File: config.mk
export PLATFORM = sky130hd
export DESIGN_NAME = rapq_ctrl
export DESIGN_NICKNAME = d
export VERILOG_FILES = /design/src/hdl/rapq_pkg.sv /design/src/hdl/rapq_ctrl.sv
export SDC_FILE = /design/constraint.sdc
export NUM_CORES = 1
export LEC_CHECK = 0
export BUFFER_PORTS_ARGS = -buffer_cell sky130_fd_sc_hd__buf_2
export CELL_PAD_IN_SITES_DETAIL_PLACEMENT = 0
export CELL_PAD_IN_SITES_GLOBAL_PLACEMENT = 1
export CORE_AREA = 2 2 39 41
export CTS_CLUSTER_SIZE = 25
export DETAILED_ROUTE_END_ITERATION = 8
export DIE_AREA = 0 0 41 43
export PLACE_DENSITY = 0.79
export SYNTH_ARGS = -nofsm -noshare
export SYNTH_HDL_FRONTEND = slang
export SYNTH_SLANG_ARGS = --single-unit
export TNS_END_PERCENT = 100
File: constraint.sdc
create_clock -name clk -period 2.92 [get_ports clk]
set_clock_uncertainty 0.05 [all_clocks]
set_input_delay 0.584 -clock clk [delete_from_list [all_inputs] [get_ports clk]]
set_output_delay 0.584 -clock clk [all_outputs]
set_load 0.05 [all_outputs]
File: src/hdl/rapq_pkg.sv
package rapq_pkg;

  localparam int LEAVES_DEF = 1024;
  localparam int POS_W      = 10;
  localparam int ADDEND_W   = 32;
  localparam int VALUE_W    = 64;

  localparam logic CMD_ADD   = 1'b0;
  localparam logic CMD_QUERY = 1'b1;

  typedef struct packed {
    logic load;
    logic clr_wr;
    logic rd_a;
    logic wr_a;
    logic rd_b;
    logic wr_b;
    logic shift;
    logic q_read;
  } dp_cmd_t;

  typedef struct packed {
    logic clr_last;
    logic range_done;
    logic a_odd;
    logic b_odd;
    logic n_zero;
  } dp_status_t;

endpackage

File: src/hdl/rapq_ctrl.sv
module rapq_ctrl (
  input  logic                 clk,
  input  logic                 rst,
  input  logic                 start,
  input  logic                 command,
  input  rapq_pkg::dp_status_t status,
  output rapq_pkg::dp_cmd_t    cmd,
  output logic                 busy,
  output logic                 done
);
  import rapq_pkg::*;

  localparam logic [2:0] S_CLEAR = 3'd0;
  localparam logic [2:0] S_IDLE  = 3'd1;
  localparam logic [2:0] S_LVL   = 3'd2;
  localparam logic [2:0] S_AWR   = 3'd3;
  localparam logic [2:0] S_BWR   = 3'd4;
  localparam logic [2:0] S_QWALK = 3'd5;
  localparam logic [2:0] S_QDONE = 3'd6;

  logic [2:0] state;
  logic [2:0] state_next;

  always_comb begin
    cmd        = '0;
    state_next = state;
    unique case (state)
      S_CLEAR: begin
        cmd.clr_wr = 1'b1;
        if (status.clr_last) begin
          state_next = S_IDLE;
        end
      end
      S_IDLE: begin
        if (start) begin
          cmd.load   = 1'b1;
          state_next = (command == CMD_QUERY) ? S_QWALK : S_LVL;
        end
      end
      S_LVL: begin
        if (status.range_done) begin
          state_next = S_IDLE;
        end else if (status.a_odd) begin
          cmd.rd_a   = 1'b1;
          state_next = S_AWR;
        end else if (status.b_odd) begin
          cmd.rd_b   = 1'b1;
          state_next = S_BWR;
        end else begin
          cmd.shift  = 1'b1;
        end
      end
      S_AWR: begin
        cmd.wr_a = 1'b1;
        if (status.b_odd) begin
          cmd.rd_b   = 1'b1;
          state_next = S_BWR;
        end else begin
          cmd.shift  = 1'b1;
          state_next = S_LVL;
        end
      end
      S_BWR: begin
        cmd.wr_b   = 1'b1;
        cmd.shift  = 1'b1;
        state_next = S_LVL;
      end
      S_QWALK: begin
        if (status.n_zero) begin
          state_next = S_QDONE;
        end else begin
          cmd.q_read = 1'b1;
        end
      end
      S_QDONE: begin
        state_next = S_IDLE;
      end
      default: begin
        state_next = S_IDLE;
      end
    endcase
  end

  always_ff @(posedge clk) begin
    if (rst) begin
      state <= S_CLEAR;
    end else begin
      state <= state_next;
    end
  end

  assign busy = (state != S_IDLE);
  assign done = (state == S_QDONE);

endmodule

### Yosys cells after proc, flatten, opt, wreduce, memory -nomap -nowiden

Cells that the tools add are included.

* register bits: 3
* bits of input ports: 9
* output and inout bits: 10
* word-level logic and storage cells: 41

* eq/ne operators: 11
* mux-type cells: 27
* reduce and logical (&&, ||, !) cells: 2

Operators by type and width (number)
* $mux 3: 8
* $pmux 3 s6: 1
* $mux 1: 16
* $eq 3x3->1 const B: 3
* $eq 3x2->1 const B: 2
* $ne 2x2->1 const B: 3
* $ne 4x4->1 const B: 1
* $reduce_and 4->1: 1
* $eq 3x1->1 const B: 1
* $logic_not 3->1: 1
* $ne 3x1->1 const B: 1
* $pmux 1 s3: 1
* $pmux 1 s2: 1

### Logic depth before layout (Yosys ltp)

Gate-level depths: netlist (run 1).

* depth after elaboration: 4
* mapped depth: 7
* gate-level depth less buffers: 6

### Worst setup path after synthesis (run 1)

No wires, ideal clock.

* kind: input to output
* start: in status[2] in the netlist's numbering
* end: out cmd[1] in the netlist's numbering
* arrival time: 2.013 ns
* slack: 0.273 ns
* stages on the path: 2
* path through: o21ba_2 -> o32ai_1

RTL lines
* start: declaration: RTL line rapq_ctrl.sv:6 `input rapq_pkg::dp_status_t status,`
* end: declaration: RTL line rapq_ctrl.sv:7 `output rapq_pkg::dp_cmd_t cmd,`

==> results of run 1 <==
## power breakdown
part / internal, uW / switching (uW) / leakage [uW]
combinational: 38.4 / 69.9 / 0.000184
clock: 51.5 / 25.1 / 0.0000150
sequential: 45.9 / 15.5 / 0.0000245
total: 136 / 111 / 0.000224
## through the flow
step | cell area, sq um | power, uW
detailed placement | 465 | 171
floorplan | 378 | 151
global route | 492 | 262
finish | 492 | 246
CTS | 492 | 249
global placement | 465 | 170
## worst paths after layout
kind	start	to	depth (start not counted)
worst max-delay path	state[0]	cmd[1]	3
worst max register to register	state[1]	state[2]	5
worst min-delay path	rst	state[1]	2
worst min register to register	state[0]	state[0]	2
## area by class of cell
class / instances / area [sq um]
fill: 150 / 892
tap: 16 / 20.0
inverter: 4 / 15.0
multi-input combinational: 37 / 280
sequential: 3 / 60.1
timing repair buffer: 18 / 90.1
clock buffer: 4 / 26.3
## logic make-up after synthesis
| family | Yosys count |
|---|---|
| AND/OR/NAND/NOR | 20 |
| multiplexers | 1 |
| adder cells (fa/ha/maj) | 2 |
| buffers and inverters | 6 |
| AO/OA/AOI/OAI | 14 |
| flip-flops | 3 |
## routing by layer
metal / part of all wire / up-vias / track usage
li1: - / 220 / -
met2: 0.44 / 15 / 0.175
met1: 0.47 / 185 / 0.151
met3: 0.085 / 0 / 0.0628
met4: 0 / 0 / 0.0600
met5: 0 / - / 0
## cells in the mapped netlist, types with 2 or more instances
| master | number | area [sq um] |
|---|---|---|
| nor2_1 | 5 | 18.8 |
| dfxtp_1 | 3 | 60.1 |
| inv_1 | 3 | 11.3 |
| a21oi_1 | 2 | 10.0 |
| a41oi_1 | 2 | 17.5 |
| buf_6 | 2 | 22.5 |
| ha_1 | 2 | 25.0 |
| nand2b_1 | 2 | 12.5 |
| nand3_1 | 2 | 10.0 |
| nor3_1 | 2 | 10.0 |
| o32ai_1 | 2 | 17.5 |
| o41ai_1 | 2 | 17.5 |
## critical path, cell delays in order, from the launching register on
cell,delay [ns]
dfxtp_1,0.57
o21ba_2,0.24
o32ai_1,0.22
buf_2,0.31
==> run metrics, run 1 <==
outcome=finished, final reports clean; clock transition at the registers of the reported paths=roughly 0.04 ns; detailed-route DRC error count=0; 1st-iter DRT viols=8; Worst slew margin=0.678; Die ar.=between 1500 and 2000 sq um; CTS HTree Levels=1; vias post-DR=between 400 and 500; CP Max Fanout=13; count of cell types in the netlist=29; EDFF count, synth=0; remaining global-route overflow=0; drt first pass iters=4; dpl cells=slightly below 80; share of cells above drive strength 1=0.379; main combinational cell family by area after synthesis=simple AND/OR/NAND/NOR gates; first-pass GRT wire length=approximately 1.4 mm; Slew Viols, Final=0; final std cells w/o fill=between 80 and 90; clock buffer depth=2; PortBufs=18; clk sink count=3; most frequent cells in the layout=buf_2 (18), nor2_1 (5), inv_1 (3), clkbuf_4 (3), dfxtp_1 (3); Post-DRT Antenna Nets=0; Die H=about 43 um; mux cell area share after synthesis=0.0265; Row Count=14; Root Driver=clkbuf_4; gpl congestion=between 0.7 and 0.8; worst slew pin tran=~0.48 ns; Main synth FF type=dfxtp_1; Worst Setup End Kind=primary output; DR vias/cell=approximately 5.1; Die W=41 um; gr usage total=0.124; Area Overhead vs Synth=30.1%; commonest non-fill, non-tap cell in the layout=buf_2; setup TNS=0 ns; CP Class=reg2out; vias in the first global route=356; Synth Area in Compound Gates=0.291; Power Density=~500 nW/um^2; total CTS buffers=3; fin nets=between 70 and 80; Synth Warn #=0; endpoints failing setup=0; initial antenna violation count=0; HP Class=in2reg; register area share after synthesis=0.159; I/O pins=19; CTS tree=built; number of hold buffers added after cts=0; Post-Syn Area per Cell=between 8 and 9 sq um; Leakage=0.000224 uW; Core ar.=1380 sq um; Initial Util=0.273; Post-Route Utilization=0.355; Max Cap Violations=0; startpoint types=flip-flop; Worst EP required=roughly 2.3 ns; CP arrival=1.57 ns; minimum clock period=between 2 and 2.5 ns; Tcrit/Tclk final=0.756; setup slack after layout=between 0.7 and 0.8 ns; n_diodes=0; Largest Register=state; largest net degree at the start of global routing=14; WL/cell=between 10 and 15 um; top flop regs=state (3); xor and xnor area share after synthesis=0; Max VDD drop=0.275 mV; fmax=between 400 and 500 MHz; Routed WL=969 um; final hold vios=0; Final Hold Slack=0.534 ns; clk_lat worst skew=~0.24 ns; Synth Register Bits=3; DPL Wire Length=724 um; simple-gate portion of the synthesized area=0.358; Largest register FFs=3; cell count after synthesis=between 40 and 50; RSZ-0062 raised after global routing=no; Async SR Flop Fraction=0; Post-CTS Setup Repair Bufs=0; mapped cell area=roughly 380 sq um; Post-Place Worst Slack=about 0.86 ns; Synth Area in Adders=0.0662; Mapped Nets=between 50 and 60; PostCTS Resize Cnt=0; FF-to-FF setup slack=1.04 ns
Note: power is estimated with default switching activity, not from simulation.
==> inputs of run 2 (changes only) <==
--- a/config.mk
+++ b/config.mk
@@ -8,11 +8,11 @@
 export BUFFER_PORTS_ARGS = -buffer_cell sky130_fd_sc_hd__buf_2
 export CELL_PAD_IN_SITES_DETAIL_PLACEMENT = 0
 export CELL_PAD_IN_SITES_GLOBAL_PLACEMENT = 1
-export CORE_AREA = 2 2 39 41
+export CORE_MARGIN = 2
+export CORE_UTILIZATION = 29
 export CTS_CLUSTER_SIZE = 25
 export DETAILED_ROUTE_END_ITERATION = 8
-export DIE_AREA = 0 0 41 43
-export PLACE_DENSITY = 0.79
+export PLACE_DENSITY = 0.81
 export SYNTH_ARGS = -nofsm -noshare
 export SYNTH_HDL_FRONTEND = slang
 export SYNTH_SLANG_ARGS = --single-unit
==> constraint.sdc (replaced) <==
create_clock -name clk -period 2.1 [get_ports clk]
set_clock_uncertainty 0.05 [all_clocks]
set_input_delay 0.42 -clock clk [delete_from_list [all_inputs] [get_ports clk]]
set_output_delay 0.42 -clock clk [all_outputs]
set_load 0.05 [all_outputs]
==> run metrics, run 2 (synthesized netlist as in run 1, its figures left out) <==
outcome=finished, final reports clean; CTS tree=built; Die H=40.1 um; clock buffer depth=2; Critical Path Slowest Stage Cell=dfxtp_1; startpoint types=flip-flop; Die ar.=approximately 1600 sq um; switching share of power=0.443; FF+latch area=61.3 sq um; setup TNS=0 ns; total CTS buffers=3; clk_lat worst skew=roughly 0.23 ns; Power Density=672 nW/um^2; Root Driver=clkbuf_4; minimum clock period=around 2.0 ns; Clk pwr share=0.287; I/O pins=19; number of hold buffers added after cts=0; 1st-iter DRT viols=14; HP Class=in2reg; clk sink count=3; CP Cell Sequence=o21ba_2, o32ai_2, buf_2; drt first pass iters=4; Post-DRT Antenna Nets=0; gpl congestion=0.796; DPL Wire Length=727 um; final hold vios=0; PnR Total Power=~340 uW; CP Max Fanout=13; Die W=40.1 um; worst slew pin tran=between 0.4 and 0.5 ns; FILL cells=144; CP Class=reg2out; Routed WL=about 930 um; FF-to-FF setup slack=around 0.38 ns; Initial Util=0.302; gr usage total=0.129; Tcrit/Tclk final=0.952; remaining global-route overflow=0; most frequent cells in the layout=buf_2 (18), nor2_1 (4), inv_1 (3), clkbuf_4 (3); Core ar.=1250 sq um; Worst Setup End Kind=primary output; Area Overhead vs Synth=34.1%; detailed-route DRC error count=0; combinational power share=0.462; largest net degree at the start of global routing=14; Worst slew margin=0.716; commonest non-fill, non-tap cell in the layout=buf_2; Sequential Power Share=0.251; initial antenna violation count=0; endpoints failing setup=0; vias post-DR=approximately 430; DR vias/cell=5.26; final std cells w/o fill=~80; CTS HTree Levels=1; Cell Int Power=189 uW; clock transition at the registers of the reported paths=about 0.04 ns; Slew Viols, Final=0; Post-Place Worst Slack=between 0.2 and 0.25 ns; first-pass GRT wire length=1.41 mm; WL/cell=around 12 um; fin nets=78; Max VDD drop=0.525 mV; RSZ-0062 raised after global routing=no; area of the multi-input gates=just under 300 sq um; Largest register FFs=3; Worst EP required=between 1.5 and 2 ns; Max Cap Violations=0; dpl cells=between 70 and 80; slowest stage delay, CP=approximately 0.56 ns; Row Count=13; Sw Pwr=151 uW; Largest Register=state; fmax=500 MHz; Leakage=about 0.00023 uW; setup slack after layout=~0.10 ns; top flop regs=state (3); PortBufs=18; share of cells above drive strength 1=0.439; n_diodes=0; vias in the first global route=between 300 and 400; CP arrival=around 1.5 ns
[run 2: layout make-up]
class                           instances  area share
Timing Repair Buffer                   18       0.178
Multi-Input combinational cell         37       0.583
Tap cell                               15      0.0370
Sequential cell                         3       0.121
Clock buffer                            4      0.0519
Inverter                                4      0.0296
[run 2: power by group through the flow]
stage,sequential (uW),clock (uW),combinational [uW]
after detailed placement,85.7,0,157
after CTS,85.0,103,158
after floorplan,70.5,0,144
after global placement,86.7,0,156
after global routing,88.5,110,168
final,85.5,97.6,157
[run 2: path summary, 6_finish.rpt]
| check | start | endpoint | cells past startpoint |
|---|---|---|---|
| worst min register to register | state[0] | state[0] | 2 |
| worst max-delay path | state[0] | cmd[1] | 3 |
| worst max register to register | state[1] | state[2] | 6 |
| worst min-delay path | rst | state[1] | 2 |
[run 2: worst max-delay path: cells and delay by family, from the launching register on]
family,cells,cell delay (ns)
flops,1,0.56
compound gates,2,0.44
buf+inv,1,0.30
[run 2: routing by layer]
layer	vias to the layer above	GRT usage	wire (um)
met1	193	0.164	468
li1	219	-	-
met3	0	0.0500	58
met5	-	0	0
met4	0	0	0
met2	14	0.218	405
[run 2: what timing repair did]
item | CTS | global route
buffers inserted | 0 | 0
gates resized for setup | 0 | 1
setup endpoints to repair | 0 | 1
[run 2: through the flow]
| stage | cell area [sq um] | hold slack [ns] | util |
|---|---|---|---|
| after floorplan | 393 | 0.448 | - |
| after global placement | 479 | 0.587 | 0.383 |
| after detailed placement | 479 | 0.597 | 0.383 |
| after CTS | 505 | 0.354 | 0.404 |
| after global routing | 507 | 0.360 | 0.405 |
| final | 507 | 0.356 | 0.405 |
==> inputs of run 3 (changes only) <==
--- a/config.mk
+++ b/config.mk
@@ -16,4 +16,4 @@
 export SYNTH_ARGS = -nofsm -noshare
 export SYNTH_HDL_FRONTEND = slang
 export SYNTH_SLANG_ARGS = --single-unit
-export TNS_END_PERCENT = 100
+export TNS_END_PERCENT = 30
==> constraint.sdc (replaced) <==
create_clock -name clk -period 2.1 [get_ports clk]
set_clock_uncertainty 0.05 [all_clocks]
set_input_delay 0.42 -clock clk [delete_from_list [all_inputs] [get_ports clk]]
set_output_delay 0.42 -clock clk [all_outputs]
set_load 0.005 [all_outputs]
==> run metrics, run 3 (synthesized netlist as in run 1, its figures left out) <==
outcome=finished, final reports clean; CP Cell Sequence=inv_2, ha_1, nand2b_1, o32ai_1, a21oi_1, o41ai_1; PostCTS Resize Cnt=0; FILL cells=~130; Post-CTS Setup Repair Bufs=0; endpoints failing setup=0; startpoint types=flip-flop; Slew Viols, Final=0; fin nets=roughly 80; fmax=~530 MHz; slowest stage delay, CP=around 0.6 ns; gr usage total=0.133; Largest Register=state; top flop regs=state (3); Clk pwr share=0.355; n_diodes=0; Area Overhead vs Synth=29.8%; RSZ-0062 raised after global routing=no; Initial Util=0.302; combinational power share=0.345; Root Driver=clkbuf_4; DPL Wire Length=about 730 um; Buffers & Inverters on Critical Path=1; most frequent cells in the layout=buf_2 (18), nor2_1 (5), inv_1 (3), clkbuf_4 (3), dfxtp_1 (3); detailed-route DRC error count=0; Sequential Power Share=0.300; number of hold buffers added after cts=0; vias in the first global route=317; Cell Int Power=roughly 190 uW; Core ar.=between 1000 and 1500 sq um; Sw Pwr=98.4 uW; clk_lat worst skew=~0.23 ns; Die W=40.1 um; Post-Place Worst Slack=about 0.26 ns; setup TNS=0 ns; FF+latch area=roughly 60 sq um; Worst EP required=2.18 ns; switching share of power=0.344; Post-DRT Antenna Nets=0; Worst Setup End Kind=flip-flop; vias post-DR=between 400 and 500; CTS HTree Levels=1; commonest non-fill, non-tap cell in the layout=buf_2; Max VDD drop=between 0.3 and 0.4 mV; final hold vios=0; share of cells above drive strength 1=0.379; Crit path max-delay family=flip-flops; Max Cap Violations=0; Leakage=~0.00022 uW; area of the multi-input gates=about 280 sq um; worst slew pin tran=roughly 0.47 ns; Tcrit/Tclk final=0.895; PortBufs=18; total CTS buffers=3; Power Density=about 580 nW/um^2; setup slack after layout=0.221 ns; first-pass GRT wire length=1.37 mm; 1st-iter DRT viols=8; minimum clock period=~1.9 ns; Row Count=13; gpl congestion=between 0.8 and 0.9; initial antenna violation count=0; remaining global-route overflow=0; HP Class=in2reg; Die H=between 40 and 50 um; Critical Path Slowest Stage Cell=dfxtp_1; DR vias/cell=about 5.3; I/O pins=19; CTS tree=built; CP arrival=between 1.5 and 2 ns; Die ar.=~1600 sq um; CP Class=reg2reg; clock transition at the registers of the reported paths=around 0.04 ns; Worst slew margin=0.687; Largest register FFs=3; CP Max Fanout=13; Final Hold Slack=0.362 ns; clock buffer depth=2; WL/cell=between 10 and 15 um; drt first pass iters=4; largest net degree at the start of global routing=14; clk sink count=3; Routed WL=964 um
## run 3: cell counts in the layout (fill, tap and decap cells not counted)
No cell type changed its count.
## run 3: worst paths after layout
kind                  from  endpoint  slack (ns)  depth (start not counted)
setup reg to reg  state[1]  state[2]        0.22                          6
setup / recovery  state[1]  state[2]        0.22                          6
hold reg to reg   state[0]  state[0]        0.64                          2
hold / removal         rst  state[1]        0.36                          2
## run 3: per-layer routing
metal / up-vias / track usage / routed length, um
met4: 0 / 0.103 / 19
met2: 13 / 0.177 / 442
li1: 219 / - / -
met1: 195 / 0.179 / 470
met5: - / 0 / 0
met3: 2 / 0.0333 / 32
## run 3: power groups by stage
stage	registers (uW)	clock network, uW	logic, uW
after detailed placement	85.7	0	98.7
after global placement	85.9	0	99.7
after global routing	88.4	117	110
after CTS	84.8	106	99.1
after floorplan	70.5	0	87.6
final	85.9	102	98.9
## run 3: final cells by class
cell class / count / area share
Inverter: 4 / 0.0306
Multi-Input combinational cell: 37 / 0.571
Tap cell: 15 / 0.0383
Timing Repair Buffer: 18 / 0.184
Sequential cell: 3 / 0.122
Clock buffer: 4 / 0.0536
## run 3: worst register-to-register path, cell delays in order, from the launching register on
cell	delay, ns
dfxtp_1	0.60
inv_2	0.12
ha_1	0.37
nand2b_1	0.16
o32ai_1	0.12
a21oi_1	0.08
o41ai_1	0.28
## run 3: through the flow
stage               total power, uW   util  instances  cell area (sq um)
floorplan                       158      -         46                378
global placement                186  0.371         77                464
global route                    316  0.392         81                490
detailed placement              184  0.371         77                464
finish                          286  0.392         81                490
CTS                             290  0.392         81                490
